--- src/sv/tcd_pkg.sv ---
`default_nettype none

package tcd_pkg;

  typedef enum logic [2:0] {
    M_ALPHA  = 3'd0,
    M_LOWER  = 3'd1,
    M_MIXED  = 3'd2,
    M_PUNCT  = 3'd3,
    M_ASHIFT = 3'd4,
    M_PSHIFT = 3'd5
  } mode_t;

  typedef enum logic [1:0] {
    BS_NONE    = 2'd0,
    BS_EMIT    = 2'd1,
    BS_SWALLOW = 2'd2
  } bshift_t;

  localparam logic [9:0]  CW_LATCH_ALPHA = 10'd900;
  localparam logic [9:0]  CW_TERM_A      = 10'd901;
  localparam logic [9:0]  CW_TERM_B      = 10'd902;
  localparam logic [9:0]  CW_BYTE_SHIFT  = 10'd913;
  localparam logic [9:0]  CW_TERM_C      = 10'd922;
  localparam logic [9:0]  CW_TERM_D      = 10'd923;
  localparam logic [9:0]  CW_TERM_E      = 10'd924;
  localparam logic [9:0]  CW_TERM_F      = 10'd928;

  // floor(cw / 30) = (cw * 1093) >> 15 for cw below 900
  localparam logic [10:0] DIV30_MUL   = 11'd1093;
  localparam int          DIV30_SHIFT = 15;

  localparam logic [4:0]  SC_SPACE = 5'd26;
  localparam logic [4:0]  SC_27    = 5'd27;
  localparam logic [4:0]  SC_28    = 5'd28;
  localparam logic [4:0]  SC_25    = 5'd25;
  localparam logic [7:0]  CH_UPPER = 8'h41;
  localparam logic [7:0]  CH_LOWER = 8'h61;
  localparam logic [7:0]  CH_SPACE = 8'h20;

  typedef struct packed {
    mode_t      mode;
    mode_t      prior;
    logic       chv;
    logic [7:0] ch;
  } sub_res_t;

  typedef struct packed {
    logic [1:0] cnt;
    logic [7:0] ch0;
    logic [7:0] ch1;
    logic       seg;
  } pair_t;

  function automatic logic [7:0] punct_char(input logic [4:0] v);
    logic [7:0] c;
    case (v)
      5'd0:    c = 8'h3B;
      5'd1:    c = 8'h3C;
      5'd2:    c = 8'h3E;
      5'd3:    c = 8'h40;
      5'd4:    c = 8'h5B;
      5'd5:    c = 8'h5C;
      5'd6:    c = 8'h5D;
      5'd7:    c = 8'h5F;
      5'd8:    c = 8'h60;
      5'd9:    c = 8'h7E;
      5'd10:   c = 8'h21;
      5'd11:   c = 8'h0D;
      5'd12:   c = 8'h09;
      5'd13:   c = 8'h2C;
      5'd14:   c = 8'h3A;
      5'd15:   c = 8'h0A;
      5'd16:   c = 8'h2D;
      5'd17:   c = 8'h2E;
      5'd18:   c = 8'h24;
      5'd19:   c = 8'h2F;
      5'd20:   c = 8'h22;
      5'd21:   c = 8'h7C;
      5'd22:   c = 8'h2A;
      5'd23:   c = 8'h28;
      5'd24:   c = 8'h29;
      5'd25:   c = 8'h3F;
      5'd26:   c = 8'h7B;
      5'd27:   c = 8'h7D;
      5'd28:   c = 8'h27;
      default: c = 8'h00;
    endcase
    return c;
  endfunction

  function automatic logic [7:0] mixed_char(input logic [4:0] v);
    logic [7:0] c;
    case (v)
      5'd0:    c = 8'h30;
      5'd1:    c = 8'h31;
      5'd2:    c = 8'h32;
      5'd3:    c = 8'h33;
      5'd4:    c = 8'h34;
      5'd5:    c = 8'h35;
      5'd6:    c = 8'h36;
      5'd7:    c = 8'h37;
      5'd8:    c = 8'h38;
      5'd9:    c = 8'h39;
      5'd10:   c = 8'h26;
      5'd11:   c = 8'h0D;
      5'd12:   c = 8'h09;
      5'd13:   c = 8'h2C;
      5'd14:   c = 8'h3A;
      5'd15:   c = 8'h23;
      5'd16:   c = 8'h2D;
      5'd17:   c = 8'h2E;
      5'd18:   c = 8'h24;
      5'd19:   c = 8'h2F;
      5'd20:   c = 8'h2B;
      5'd21:   c = 8'h25;
      5'd22:   c = 8'h2A;
      5'd23:   c = 8'h3D;
      5'd24:   c = 8'h5E;
      default: c = 8'h00;
    endcase
    return c;
  endfunction

endpackage

`default_nettype wire

--- src/sv/tcd_sub_dec.sv ---
`default_nettype none

// One base-30 subcode through the current submode
module tcd_sub_dec (
  input  wire tcd_pkg::mode_t    mode,
  input  wire tcd_pkg::mode_t    prior,
  input  wire logic [4:0]        v,
  output tcd_pkg::sub_res_t      res
);
  import tcd_pkg::*;

  always_comb begin
    res.mode  = mode;
    res.prior = prior;
    res.chv   = 1'b0;
    res.ch    = 8'h00;
    unique case (mode)
      M_LOWER: begin
        if (v < SC_SPACE) begin
          res.chv = 1'b1;
          res.ch  = 8'(CH_LOWER + {3'b000, v});
        end else if (v == SC_SPACE) begin
          res.chv = 1'b1;
          res.ch  = CH_SPACE;
        end else if (v == SC_27) begin
          res.prior = M_LOWER;
          res.mode  = M_ASHIFT;
        end else if (v == SC_28) begin
          res.mode = M_MIXED;
        end else begin
          res.prior = M_LOWER;
          res.mode  = M_PSHIFT;
        end
      end
      M_MIXED: begin
        if (v < SC_25) begin
          res.chv = 1'b1;
          res.ch  = mixed_char(v);
        end else if (v == SC_25) begin
          res.mode = M_PUNCT;
        end else if (v == SC_SPACE) begin
          res.chv = 1'b1;
          res.ch  = CH_SPACE;
        end else if (v == SC_27) begin
          res.mode = M_LOWER;
        end else if (v == SC_28) begin
          res.mode = M_ALPHA;
        end else begin
          res.prior = M_MIXED;
          res.mode  = M_PSHIFT;
        end
      end
      M_PUNCT: begin
        if (v < 5'd29) begin
          res.chv = 1'b1;
          res.ch  = punct_char(v);
        end else begin
          res.mode = M_ALPHA;
        end
      end
      M_ASHIFT: begin
        res.mode = prior;
        if (v < SC_SPACE) begin
          res.chv = 1'b1;
          res.ch  = 8'(CH_UPPER + {3'b000, v});
        end else if (v == SC_SPACE) begin
          res.chv = 1'b1;
          res.ch  = CH_SPACE;
        end
      end
      M_PSHIFT: begin
        if (v < 5'd29) begin
          res.mode = prior;
          res.chv  = 1'b1;
          res.ch   = punct_char(v);
        end else begin
          res.mode = M_ALPHA;
        end
      end
      default: begin
        res.mode = M_ALPHA;
        if (v < SC_SPACE) begin
          res.chv = 1'b1;
          res.ch  = 8'(CH_UPPER + {3'b000, v});
        end else if (v == SC_SPACE) begin
          res.chv = 1'b1;
          res.ch  = CH_SPACE;
        end else if (v == SC_27) begin
          res.mode = M_LOWER;
        end else if (v == SC_28) begin
          res.mode = M_MIXED;
        end else begin
          res.prior = M_ALPHA;
          res.mode  = M_PSHIFT;
        end
      end
    endcase
  end

endmodule

`default_nettype wire

--- src/sv/tcd_out_buf.sv ---
`default_nettype none

// Holds up to two characters of one codeword and hands them out one a cycle while m_tready is high
module tcd_out_buf (
  input  wire logic          clk,
  input  wire logic          rst,
  input  wire logic          load,
  input  wire tcd_pkg::pair_t pair_in,
  output logic               can_load,
  output logic               m_tvalid,
  input  wire logic          m_tready,
  output logic [15:0]        m_tdata,   // [7:0] char_out, [8] seg_end, [15:9] zero
  output logic               m_tlast
);
  import tcd_pkg::*;

  logic [1:0] cnt;
  logic [7:0] ch0;
  logic [7:0] ch1;
  logic       seg;

  assign m_tvalid = (cnt != 2'd0);
  assign m_tlast  = (cnt == 2'd1);
  assign m_tdata  = {7'b0, seg, ch0};
  assign can_load = (cnt == 2'd0) || ((cnt == 2'd1) && m_tready);

  always_ff @(posedge clk) begin
    if (rst) begin
      cnt <= 2'd0;
    end else if (load) begin
      cnt <= pair_in.cnt;
    end else if (m_tvalid && m_tready) begin
      cnt <= 2'(cnt - 2'd1);
    end
  end

  always_ff @(posedge clk) begin
    if (load) begin
      ch0 <= pair_in.ch0;
      ch1 <= pair_in.ch1;
      seg <= pair_in.seg;
    end else if (m_tvalid && m_tready) begin
      ch0 <= ch1;
    end
  end

endmodule

`default_nettype wire

--- src/sv/pdf417_text_compaction_decoder.sv ---
`default_nettype none

// PDF417 text compaction decoder. One codeword enters per s_tdata transaction
// (s_tuser flags the first codeword of a text segment) and its characters
// leave one per m_tdata transaction, with m_tlast on the final character of
// that codeword; a terminating codeword gives one transaction with seg_end
// set and a zero character. Codewords yielding no character leave nothing.
// The block takes a codeword every cycle while m_tready is high and each gives
// at most one character; a codeword that gives two characters holds the input
// until its first character has left, as the result port carries one character
// per cycle. The codeword is registered, decoded in one pass through both
// subcodes, and the characters land in a two-entry result register.
module pdf417_text_compaction_decoder (
  input  wire logic        clk,
  input  wire logic        rst,
  input  wire logic        s_tvalid,
  output logic             s_tready,
  input  wire logic [15:0] s_tdata,   // [9:0] codeword, [15:10] zero
  input  wire logic        s_tuser,   // [0] segment_start
  output logic             m_tvalid,
  input  wire logic        m_tready,
  output logic [15:0]      m_tdata,   // [7:0] char_out, [8] seg_end, [15:9] zero
  output logic             m_tlast
);
  import tcd_pkg::*;

  logic       in_valid;
  logic [9:0] in_cw;
  logic       in_start;

  mode_t      sub_mode, sub_mode_next;
  mode_t      prior_mode, prior_mode_next;
  bshift_t    byte_shift, byte_shift_next;
  logic       active, active_next;

  logic       can_load;
  logic       load;
  pair_t      pair;

  mode_t      m0;
  mode_t      p0;
  bshift_t    bs0;
  logic       act0;
  logic [19:0] prod;
  logic [4:0] hi;
  logic [4:0] lo;
  sub_res_t   r_hi;
  sub_res_t   r_lo;
  logic       is_term;

  assign s_tready = !in_valid || can_load;
  assign load     = in_valid && can_load;

  always_ff @(posedge clk) begin
    if (rst) begin
      in_valid <= 1'b0;
    end else if (s_tvalid && s_tready) begin
      in_valid <= 1'b1;
    end else if (load) begin
      in_valid <= 1'b0;
    end
  end

  always_ff @(posedge clk) begin
    if (s_tvalid && s_tready) begin
      in_cw    <= s_tdata[9:0];
      in_start <= s_tuser;
    end
  end

  assign prod = 20'(in_cw) * 20'(DIV30_MUL);
  assign hi   = prod[DIV30_SHIFT +: 5];
  assign lo   = 5'(in_cw - 10'(hi) * 10'd30);

  assign m0   = in_start ? M_ALPHA : sub_mode;
  assign p0   = in_start ? M_ALPHA : prior_mode;
  assign bs0  = in_start ? BS_NONE : byte_shift;
  assign act0 = in_start || active;

  assign is_term = (in_cw == CW_TERM_A) || (in_cw == CW_TERM_B) ||
                   (in_cw == CW_TERM_C) || (in_cw == CW_TERM_D) ||
                   (in_cw == CW_TERM_E) || (in_cw == CW_TERM_F);

  tcd_sub_dec u_dec_hi (
    .mode  (m0),
    .prior (p0),
    .v     (hi),
    .res   (r_hi)
  );

  tcd_sub_dec u_dec_lo (
    .mode  (r_hi.mode),
    .prior (r_hi.prior),
    .v     (lo),
    .res   (r_lo)
  );

  always_comb begin
    sub_mode_next   = m0;
    prior_mode_next = p0;
    byte_shift_next = bs0;
    active_next     = act0;
    pair.cnt        = 2'd0;
    pair.ch0        = 8'h00;
    pair.ch1        = 8'h00;
    pair.seg        = 1'b0;
    if (!act0) begin
      pair.cnt = 2'd0;
    end else if (bs0 != BS_NONE) begin
      byte_shift_next = BS_NONE;
      if (bs0 != BS_SWALLOW) begin
        pair.cnt = 2'd1;
        pair.ch0 = in_cw[7:0];
      end
    end else if (in_cw < CW_LATCH_ALPHA) begin
      sub_mode_next   = r_lo.mode;
      prior_mode_next = r_lo.prior;
      pair.cnt        = 2'({1'b0, r_hi.chv} + {1'b0, r_lo.chv});
      pair.ch0        = r_hi.chv ? r_hi.ch : r_lo.ch;
      pair.ch1        = r_lo.ch;
    end else if (in_cw == CW_LATCH_ALPHA) begin
      sub_mode_next = M_ALPHA;
    end else if (in_cw == CW_BYTE_SHIFT) begin
      if (m0 == M_ASHIFT) begin
        sub_mode_next   = p0;
        byte_shift_next = BS_SWALLOW;
      end else begin
        if (m0 == M_PSHIFT) begin
          sub_mode_next = p0;
        end
        byte_shift_next = BS_EMIT;
      end
    end else if (is_term) begin
      active_next = 1'b0;
      pair.cnt    = 2'd1;
      pair.seg    = 1'b1;
    end
  end

  always_ff @(posedge clk) begin
    if (rst) begin
      sub_mode   <= M_ALPHA;
      prior_mode <= M_ALPHA;
      byte_shift <= BS_NONE;
      active     <= 1'b0;
    end else if (load) begin
      sub_mode   <= sub_mode_next;
      prior_mode <= prior_mode_next;
      byte_shift <= byte_shift_next;
      active     <= active_next;
    end
  end

  tcd_out_buf u_out (
    .clk      (clk),
    .rst      (rst),
    .load     (load),
    .pair_in  (pair),
    .can_load (can_load),
    .m_tvalid (m_tvalid),
    .m_tready (m_tready),
    .m_tdata  (m_tdata),
    .m_tlast  (m_tlast)
  );

endmodule

`default_nettype wire

--- config.mk ---
export PLATFORM = sky130hd
export DESIGN_NAME = pdf417_text_compaction_decoder
export DESIGN_NICKNAME = d
export VERILOG_FILES = /design/src/sv/tcd_pkg.sv /design/src/sv/tcd_sub_dec.sv /design/src/sv/tcd_out_buf.sv /design/src/sv/pdf417_text_compaction_decoder.sv
export SDC_FILE = /design/constraint.sdc
export NUM_CORES = 1
export LEC_CHECK = 0
export BUFFER_PORTS_ARGS = -buffer_cell sky130_fd_sc_hd__buf_4
export CORE_MARGIN = 2
export CORE_UTILIZATION = 38
export CTS_CLUSTER_DIAMETER = 60
export DETAILED_ROUTE_END_ITERATION = 10
export SLEW_MARGIN = 40
export SYNTH_ARGS = -nofsm -noshare
export SYNTH_HDL_FRONTEND = slang
export SYNTH_SLANG_ARGS = --single-unit
export TNS_END_PERCENT = 50
--- constraint.sdc ---
create_clock -name clk -period 22.7 [get_ports clk]
set_input_delay 4.54 -clock clk [delete_from_list [all_inputs] [get_ports clk]]
set_output_delay 4.54 -clock clk [all_outputs]
set_load 0.03 [all_outputs]
Word level (Yosys, flattened, before mapping):

Memories as Yosys holds them, arrays and structs flattened.
Cells that the tools add are included.

* bits in registers: 40
* bits in read-only memories: 1344
* output and inout bits: 19
* logic and storage cells: 198
* memories kept: 6
* bits of input ports: 21

Memory list
* (name not given): words 32, width 7, rd ports 1, clocked after Yosys merged registers in 0, write ports 0, RTL line tcd_pkg.sv:94 `case (v)`
* (name not given): words 32, width 7, rd ports 1, clocked after Yosys merged registers in 0, write ports 0, RTL line tcd_pkg.sv:57 `case (v)`
* (name not given): words 32, width 7, rd ports 1, clocked after Yosys merged registers in 0, write ports 0, RTL line tcd_pkg.sv:57
* (name not given): words 32, width 7, rd ports 1, clocked after Yosys merged registers in 0, write ports 0, RTL line tcd_pkg.sv:94
* (name not given): words 32, width 7, rd ports 1, clocked after Yosys merged registers in 0, write ports 0, RTL line tcd_pkg.sv:57
* (name not given): words 32, width 7, rd ports 1, clocked after Yosys merged registers in 0, write ports 0, RTL line tcd_pkg.sv:57

* multiplexer cells: 112
* bitwise logic cells: 2
* reductions and logical operators: 23
* add/subtract/negate cells: 7
* multipliers: 2
* equality and inequality tests: 28
* order comparisons: 7

Operators with widths (number)
* $mux 9: 14
* $mux 6: 20
* $mux 3: 36
* $eq 10x10->1 const B: 8
* $pmux 9 s4: 2
* $mux 12: 4
* $eq 5x5->1 const B: 8
* $add 7x5->8 const A: 4
* $lt 5x5->1 const B: 6
* $pmux 3 s5: 2
* $mux 2: 13
* $mux 8: 3
* $mul 10x11->20 const B: 1
* $pmux 3 s3: 2
* $mux 17: 1
* $mux 16: 1
* $mux 1: 13
* $eq 3x2->1 const B: 4
* $eq 3x3->1 const B: 4
* $lt 10x10->1 const B: 1
* $mux 10: 1
* $reduce_or 5->1: 2
* $reduce_or 3->1: 3
* $logic_or 1x1->1: 8
* 12 further kinds: 20

Depth between registers and ports, before layout:

Gate-level depths: netlist of run 1.

* depth in word-level cells: 25
* depth in mapped cells: 37
* gate-level depth less buffers: 33

Modules after synthesis:

Synthesis of run 1 repeated with hierarchy kept, for this count alone.

* cell total of the unflattened synthesis: 739
* area total of the unflattened synthesis: 5999.5 um2

By module, submodules not included
* pdf417_text_compaction_decoder: area each 2513.7 um2, sequential area each 530.5 um2, instances 1, cells each 273
* tcd_sub_dec (u_dec_lo): area each 1403.8 um2, sequential area each 0.0 um2, instances 1, cells each 214
* tcd_sub_dec (u_dec_hi): area each 1256.2 um2, sequential area each 0.0 um2, instances 1, cells each 198
* tcd_out_buf: area each 825.8 um2, sequential area each 550.5 um2, instances 1, cells each 54

Least setup slack after synthesis of run 1:

No wires, ideal clock.

* kind: input to output
* from: input m_tready
* to: output s_tready
* setup slack: 13.218 ns
* cell stages on the path: 2
* path buffers: 0
* arrival: 4.942 ns
* required time: 18.160 ns
* path through: a21oi_1 nand2_1

* longest elaborated chain between the ends: 3

Ends and longest elaborated chain
* start: declaration: RTL line pdf417_text_compaction_decoder.sv:21 `input wire logic m_tready,`
* $logic_and 1x1->1: RTL line tcd_out_buf.sv:25 `assign can_load = (cnt == 2'd0) || ((cnt == 2'd1) && m_tready);`
* $logic_or 1x1->1: RTL line tcd_out_buf.sv:25
* $logic_or 1x1->1: RTL line pdf417_text_compaction_decoder.sv:51 `assign s_tready = !in_valid || can_load;`
* end: declaration: RTL line pdf417_text_compaction_decoder.sv:17 `output logic s_tready,`

No other way between the ends.

Worst setup path in the final report of run 1:

Ends and elaborated chain as after synthesis.

==> impl_metrics.tcl, run 1 <==
set metrics [dict create \
    hpwl_mm 13.1 \
    rr_startpoint "in_cw[6]" \
    cts_hold_buf 0 \
    antennaDiodeCount 0 \
    cp_slowest_stage_delay_ps 210 \
    cts_htree_levels 2 \
    cp_common_cell "buf_4" \
    viasPerCell 6.16 \
    slowest_stage "a21oi_1" \
    grt_overflow 0 \
    tns_ps 0 \
    nFillCells 1561 \
    pre_cts_ws_ps 13020 \
    skew_ps 7.17 \
    antenna_found_initial 0 \
    status "completed" \
    yosysTopAreaCellShare 0.146 \
    grt_pass1_vias 5255 \
    finalHoldViolations 0 \
    cts_buffer_depth 2 \
    cts-resized-gates 0 \
    finalCriticalPeriod_ps 9680 \
    syn_area_um2 5760 \
    synth_top_cells_by_count "nor2_1 (85), nand2_1 (78), a21oi_1 (66), ha_1 (66), o21ai_0 (44)" \
    setup_ws_ps 13020 \
    final_layout_size_suffix_gt1_frac 0.0883 \
    core-area_um2 15000 \
    crit_path_end_kind "output port" \
    period_share 0.426 \
    first_iter_violations 493 \
    post-route-util 0.416 \
    critPathRequiredTime_ps 18160 \
    rsz0062_at_grt "no" \
    synth.distinct_cells 82 \
    route.vias.total 5904 \
    io_buffers 26 \
    holdPathStages 2 \
    synth_seq_cells 40 \
    final_cells 958 \
    gp_congestion 0.931 \
    crit_chain "buf_4 -> a21oi_1 -> nand2_1 -> buf_4" \
    synth-main-ff-cell "edfxtp_1" \
    fin_nets 866 \
    post_cts_buffers 0 \
    min_path_type "flop to flop" \
    insertion_delay_ps 290 \
    synth_largest_area_cell "edfxtp_1" \
    min-delay-start "prior_mode[2]" \
    io_pins 40 \
    synth_edf_count 28 \
    slew_violations 0 \
    syn_avg_cell_area_um2 7.46 \
    clock_sinks 40 \
    syn_inst 772 \
    die_area_um2 16200 \
    worst_pin_slew_ps 846 \
    r2r_cells 25 \
    cts_root_buffer "clkbuf_16" \
    min_delay_worst_endpoint "prior_mode[2]" \
    drc_errors 0 \
    grt_max_degree 39 \
    r2r_setup_slack_ps 14230 \
    syn2layout_area_growth_pct 8.62 \
    dr.pass1.iters 5 \
    start_util 0.383 \
    track_usage 0.214 \
    path_max_fanout 3 \
    crit_type "primary input to output port" \
    ys_seq_area_frac 0.188 \
    rows 45 \
    die_x_um 127 \
    startpoint_type "primary input" \
    fp.dieH_um 127 \
    fmax_ghz 0.103 \
    synthTopCellsByArea "edfxtp_1 (15%), ha_1 (14%), a21oi_1 (5.7%)" \
    wl_per_cell_um 18.2 \
    wirelength_mm 17.4 \
    place_inst 950 \
    grt_pass1_wl_mm 28.0 \
    cts_tree "done" \
    synth_warnings 0 \
    numCtsBuffers 5 \
    critPathArrivalTime_ps 5140 \
    max_cap_violations 0 \
    ant_nets 0 \
    async_flop_share 0 \
    synth_most_common_cell "nor2_1" \
    worstReg2RegEnd "u_out.ch0[1]" \
    setup_viol 0 \
    path_clk_slew_ps 60 \
    maxSlewHeadroom 0.433 \
]
[per-layer routing]
metal	part of all wire	up-vias	global-route usage
met5	0	-	0
met4	0.017	0	0.0504
met3	0.064	22	0.0281
met2	0.45	232	0.340
met1	0.47	2800	0.310
li1	-	2850	-
[state kept, by name, summed over array words and instances, names as in the netlist]
register    cells
prior_mode      3
u_out.ch0       8
sub_mode        3
in_cw          10
byte_shift      2
active          1
in_valid        1
in_start        1
u_out.seg       1
u_out.ch1       8
u_out.cnt       2
[area by class of cell]
| cell class | count | area, um2 | share of cell area |
|---|---|---|---|
| Multi-Input combinational cell | 645 | 4350 | 0.695 |
| Inverter | 41 | 154 | 0.0246 |
| Timing Repair Buffer | 36 | 270 | 0.0432 |
| Clock inverter | 3 | 45.0 | 0.00720 |
| Sequential cell | 40 | 1080 | 0.173 |
| Tap cell | 188 | 235 | 0.0376 |
| Clock buffer | 5 | 125 | 0.0200 |
[kinds of logic (layout without fill, tap and decap cells)]
logic type,Yosys count,count (layout),synth area share
compound gates,239,239,0.277
fa+ha+maj,76,76,0.178
other cells,1,8,0.000651
buf+inv,94,85,0.0704
xor+xnor,18,18,0.0274
mux,9,9,0.0161
flops,40,40,0.188
simple gates,295,295,0.243
[cell usage in the layout, fill, tap and decap left out, types with 20 or more instances in the layout]
master,instances
a211oi_1,20
inv_1,36
nor2_1,84
o21ai_0,44
buf_4,36
nand3_1,26
nand2_1,78
ha_1,66
a21oi_1,66
nor3_1,35
edfxtp_1,28
[stage by stage]
stage,instance area [um2],hold WS [ps]
floorplan,5790,440
global placement,6060,468
detailed placement,6080,476
CTS,6250,486
global route,6260,508
finish,6260,486
[worst max-delay path by stage]
stage / startpoint / end / depth (start not counted)
after global routing: m_tready / s_tready / 4
after floorplan: m_tready / s_tready / 2
after global placement: m_tready / s_tready / 4
after detailed placement: m_tready / s_tready / 4
after CTS: m_tready / s_tready / 4
final: m_tready / s_tready / 4
[worst max-delay path: cells and delay by family]
| family | cells | cell delay [ps] |
|---|---|---|
| buffers and inverters | 2 | 280 |
| AO/OA/AOI/OAI | 1 | 210 |
| AND/OR/NAND/NOR | 1 | 100 |
Power of run 1 is left out: the tool's default activity adds up to more than one toggle a clock period on the data nets, which glitch-free logic cannot reach.
==> run 2: changes to the inputs <==
--- a/config.mk
+++ b/config.mk
@@ -5,6 +5,7 @@
 export SDC_FILE = /design/constraint.sdc
 export NUM_CORES = 1
 export LEC_CHECK = 0
+export ABC_AREA = 1
 export BUFFER_PORTS_ARGS = -buffer_cell sky130_fd_sc_hd__buf_4
 export CORE_MARGIN = 2
 export CORE_UTILIZATION = 38
==> constraint.sdc (replaced) <==
create_clock -name clk -period 9.75 [get_ports clk]
set_input_delay 1.95 -clock clk [delete_from_list [all_inputs] [get_ports clk]]
set_output_delay 1.95 -clock clk [all_outputs]
set_load 0.03 [all_outputs]
==> run 2 against run 1 <==
- sequential cell count unchanged
- first-iteration DRC count shrank 15%
- sequential share of layout area down 1.2 points
- hold slack lost 16 ps
- synthesized area grew 7.2%
- critical path depth grew 31
- synthesized cell count is 28% higher
- global-route usage is 1.4 points lower
- non-clock buffer count decreased by 9
- core utilization grew 0.66 points
- final cell count increased by 28%
- count of clock-buffer cells in the layout is the same
- critical endpoint is now u_out.cnt[0]
==> impl_metrics.tcl, run 2 <==
set metrics [dict create \
    wirelength_mm 17.4 \
    io_pins 40 \
    yosysTopAreaCellShare 0.159 \
    syn_inst 991 \
    cts-resized-gates 0 \
    crit_path_end_kind "flop" \
    wl_per_cell_um 14.2 \
    path_clk_slew_ps 70 \
    gp_congestion 0.956 \
    crit_type "flop to flop" \
    final_common_cell "nand2_1" \
    cts_root_buffer "clkbuf_16" \
    setup_viol 0 \
    track_usage 0.200 \
    syn_avg_cell_area_um2 6.23 \
    max_cap_violations 0 \
    maxSlewHeadroom 0.478 \
    post_cts_buffers 0 \
    hpwl_mm 13.8 \
    critPathRequiredTime_ps 9970 \
    tns_ps 0 \
    syn_area_um2 6180 \
    synth_edf_count 28 \
    antenna_found_initial 0 \
    synth_warnings 0 \
    grt_overflow 0 \
    io_buffers 26 \
    rsz0062_at_grt "no" \
    period_share 0.806 \
    final_cell_mix "nand2_1 (262), inv_1 (154), nor2_1 (106), a21oi_1 (67), ha_1 (66)" \
    cp_slowest_stage_delay_ps 670 \
    cts_hold_buf 0 \
    largest_reg_flops 10 \
    final_layout_size_suffix_gt1_frac 0.0964 \
    finalCriticalPeriod_ps 7860 \
    route.vias.total 6241 \
    grt_pass1_vias 5716 \
    synth_largest_area_cell "nand2_1" \
    synth_seq_cells 40 \
    ys_seq_area_frac 0.175 \
    die_x_um 131 \
    path_max_fanout 16 \
    synthTopCellsByArea "nand2_1 (16%), edfxtp_1 (14%), ha_1 (13%)" \
    dr.pass1.iters 5 \
    ant_nets 0 \
    synth_top_cells_by_count "nand2_1 (262), inv_1 (154), nor2_1 (107), a21oi_1 (68), ha_1 (66)" \
    drc_errors 0 \
    die_area_um2 17300 \
    status "completed" \
    synth.distinct_cells 52 \
    top_register "in_cw" \
    start_util 0.389 \
    cts_tree "done" \
    critPathArrivalTime_ps 8090 \
    insertion_delay_ps 290 \
    slew_violations 0 \
    core-area_um2 15900 \
    cts_htree_levels 2 \
    fmax_ghz 0.127 \
    clock_sinks 40 \
    grt_pass1_wl_mm 28.5 \
    top_regs "in_cw (10), u_out.ch0 (8), u_out.ch1 (8)" \
    fin_nets 1102 \
    slowest_stage "a211oi_1" \
    finalHoldViolations 0 \
    skew_ps 7.83 \
    grt_max_degree 20 \
    antennaDiodeCount 0 \
    rows 46 \
    viasPerCell 5.11 \
    worst_pin_slew_ps 777 \
    min_path_type "flop to flop" \
    async_flop_share 0 \
    numCtsBuffers 5 \
    syn2layout_area_growth_pct 8.73 \
    first_iter_violations 418 \
    synth_most_common_cell "nand2_1" \
    fp.dieH_um 131 \
    startpoint_type "flop" \
    cts_buffer_depth 2 \
    synth-main-ff-cell "edfxtp_1" \
]
[run 2: cell count changes after synthesis, sizes merged, moves of 11 or more]
cell | before | now
nor2b | 12 | 0
a211oi | 22 | 6
nor3 | 36 | 15
nor2 | 85 | 116
inv | 38 | 160
nand2 | 78 | 287
clkbuf | 31 | 15
o21ai | 51 | 62
nand3 | 26 | 69
[run 2: stage by stage]
step / hold WS [ps] / setup WS, ps / cells / area, um2 / utilization
after floorplan: 445 / 3310 / 998 / 6200 / -
after global placement: 452 / 1950 / 1214 / 6530 / 0.411
after detailed placement: 461 / 1950 / 1214 / 6540 / 0.411
after CTS: 471 / 1930 / 1222 / 6710 / 0.422
after global routing: 485 / 1350 / 1222 / 6720 / 0.423
final: 470 / 1890 / 1222 / 6720 / 0.423
[run 2: worst max-delay path, delay by kind of cell (launching register included)]
family	cells	cell delay [ps]
adder cells (fa/ha/maj)	10	3470
AND/OR/NAND/NOR	12	1870
AO/OA/AOI/OAI	5	1180
buffers and inverters	8	650
flip-flops	1	620
[run 2: cell type report]
class	count	area (um2)
fillers	1766	9170
multi-input cells	767	4370
flip-flops and latches	40	1080
inverters	164	617
well taps	216	270
repair buffers	27	203
clock buffers	5	125
clock inverters	3	46.3
[run 2: path summary, 6_finish.rpt]
check	slack, ps	depth (start not counted)	endpoint	startpoint
hold reg to reg	470	2	prior_mode[0]	prior_mode[0]
hold / removal	470	2	prior_mode[0]	prior_mode[0]
setup reg to reg	1890	35	u_out.cnt[0]	in_cw[7]
setup / recovery	1890	35	u_out.cnt[0]	in_cw[7]
[run 2: cells by family after synthesis]
logic type,after synthesis,share of synthesized area
other cells,1,0.000607
simple gates,504,0.365
compound gates,172,0.160
fa+ha+maj,76,0.166
flops,40,0.175
buf+inv,191,0.123
xor+xnor,7,0.00993
[run 2: routing by layer]
| layer | vias to the layer above | global-route usage | part of all wire |
|---|---|---|---|
| met3 | 17 | 0.0289 | 0.057 |
| met1 | 2815 | 0.287 | 0.48 |
| li1 | 3230 | - | - |
| met5 | - | 0 | 0 |
| met4 | 0 | 0.0393 | 0.0099 |
| met2 | 179 | 0.319 | 0.45 |
Power of run 2 is left out for the same reason.
==> run 3: changes to the inputs <==
==> constraint.sdc (replaced) <==
create_clock -name clk -period 6.73 [get_ports clk]
set_input_delay 1.346 -clock clk [delete_from_list [all_inputs] [get_ports clk]]
set_output_delay 1.346 -clock clk [all_outputs]
set_load 0.03 [all_outputs]
==> run 3 against run 2 <==
- first-iteration DRC count shrank 2.2%
- via count grew 1.3%
- global-route usage grew 0.44 points
- hold slack lost 0.99 ps
- sequential share of layout area shrank 0.81 points
- die area is the same
- sequential cell count is the same
- non-clock buffer count grew 34
- count of clock-buffer cells in the layout is the same
- critical path depth grew 3
- final cell count grew 2.8%
- critical endpoint unchanged
- largest cell class unchanged
==> impl_metrics.tcl, run 3 (synthesis results as in run 2) <==
set metrics [dict create \
    route.vias.total 6325 \
    numCtsBuffers 5 \
    finalHoldViolations 0 \
    antennaDiodeCount 0 \
    final_layout_size_suffix_gt1_frac 0.139 \
    wl_per_cell_um 14.3 \
    rows 46 \
    tns_ps 0 \
    dr.pass1.iters 5 \
    cts_buffer_depth 2 \
    min_path_type "flop to flop" \
    hold_ws_ps 469 \
    path_buf_inv 7 \
    status "completed" \
    io_pins 40 \
    largest_reg_flops 10 \
    min-delay-start "byte_shift[1]" \
    final_common_cell "nand2_1" \
    top_regs "in_cw (10), u_out.ch0 (8), u_out.ch1 (8)" \
    finalCriticalPeriod_ps 6340 \
    cts_root_buffer "clkbuf_16" \
    path_clk_slew_ps 60 \
    fmax_ghz 0.158 \
    io_buffers 26 \
    cp_slowest_stage_delay_ps 520 \
    period_share 0.941 \
    holdPathStages 2 \
    fp.dieH_um 131 \
    die_area_um2 17300 \
    fin_nets 1136 \
    nFillCells 1739 \
    skew_ps 5.74 \
    die_x_um 131 \
    crit_path_end_kind "flop" \
    max_cap_violations 0 \
    grt_overflow 0 \
    gp_congestion 0.985 \
    hpwl_mm 14.5 \
    critPathRequiredTime_ps 6910 \
    core-area_um2 15900 \
    rr_startpoint "in_cw[9]" \
    wirelength_mm 17.9 \
    crit_type "flop to flop" \
    syn2layout_area_growth_pct 14.5 \
    grt_max_degree 20 \
    startpoint_type "flop" \
    critPathArrivalTime_ps 6510 \
    cp.depth 38 \
    worst_pin_slew_ps 743 \
    cts_tree "done" \
    start_util 0.389 \
    first_iter_violations 409 \
    cts_htree_levels 2 \
    setup_viol 0 \
    r2r_cells 38 \
    top_register "in_cw" \
    cp_top_family "adder cells" \
    insertion_delay_ps 300 \
    grt_pass1_wl_mm 28.9 \
    rsz0062_at_grt "no" \
    ant_nets 0 \
    clock_sinks 40 \
    slew_violations 0 \
    cp-startpoint "in_cw[9]" \
    path_max_fanout 4 \
    drc_errors 0 \
    grt_pass1_vias 5789 \
    maxSlewHeadroom 0.501 \
    track_usage 0.204 \
    viasPerCell 5.04 \
    cp_common_cell "inv_1" \
    slowest_stage "fa_1" \
    antenna_found_initial 0 \
    final_cell_mix "nand2_1 (260), inv_1 (153), nor2_1 (102), a21oi_1 (65), ha_1 (62)" \
]
## run 3: per-layer routing
layer / share of wire / routed length, um / global-route usage
met1: 0.47 / 8490 / 0.285
met2: 0.45 / 8090 / 0.331
met3: 0.059 / 1050 / 0.0297
met4: 0.017 / 301 / 0.0501
met5: 0 / 0 / 0
## run 3: through the flow
| step | instances | area (um2) | util | worst slack, ps |
|---|---|---|---|---|
| after floorplan | 998 | 6200 | - | 286 |
| after global placement | 1244 | 6760 | 0.425 | 39.2 |
| after detailed placement | 1244 | 6760 | 0.425 | 3.43 |
| after CTS | 1252 | 6930 | 0.437 | 17.6 |
| after global routing | 1256 | 7070 | 0.445 | 1.76 |
| final | 1256 | 7070 | 0.445 | 395 |
## run 3: worst paths after layout
check | slack [ps] | end
setup / recovery | 390 | u_out.cnt[0]
hold / removal | 470 | byte_shift[1]
setup reg to reg | 390 | u_out.cnt[0]
hold reg to reg | 470 | byte_shift[1]
## run 3: tightest hold or removal path, cell delays in order, from the launching register on
cell     delay, ps
dfxtp_1        310
nand2_1         60
a21oi_1         50
## run 3: timing repair
action / in CTS / in global routing
resized for setup: 1 / 21
setup buffers: 0 / 4
pin swaps: 0 / 6
endpoints found under the setup margin: 1 / 18
hold buffers: 0 / 0
## run 3: area by class of cell
cell class | count | area, um2 | share of cell area
clock buffer | 5 | 125 | 0.0177
clock inverter | 3 | 46.3 | 0.00655
inverter | 164 | 617 | 0.0872
multi-input combinational | 767 | 4460 | 0.631
sequential | 40 | 1080 | 0.153
tap | 216 | 270 | 0.0382
timing repair buffer | 61 | 470 | 0.0665
Power of run 3 is left out for the same reason.
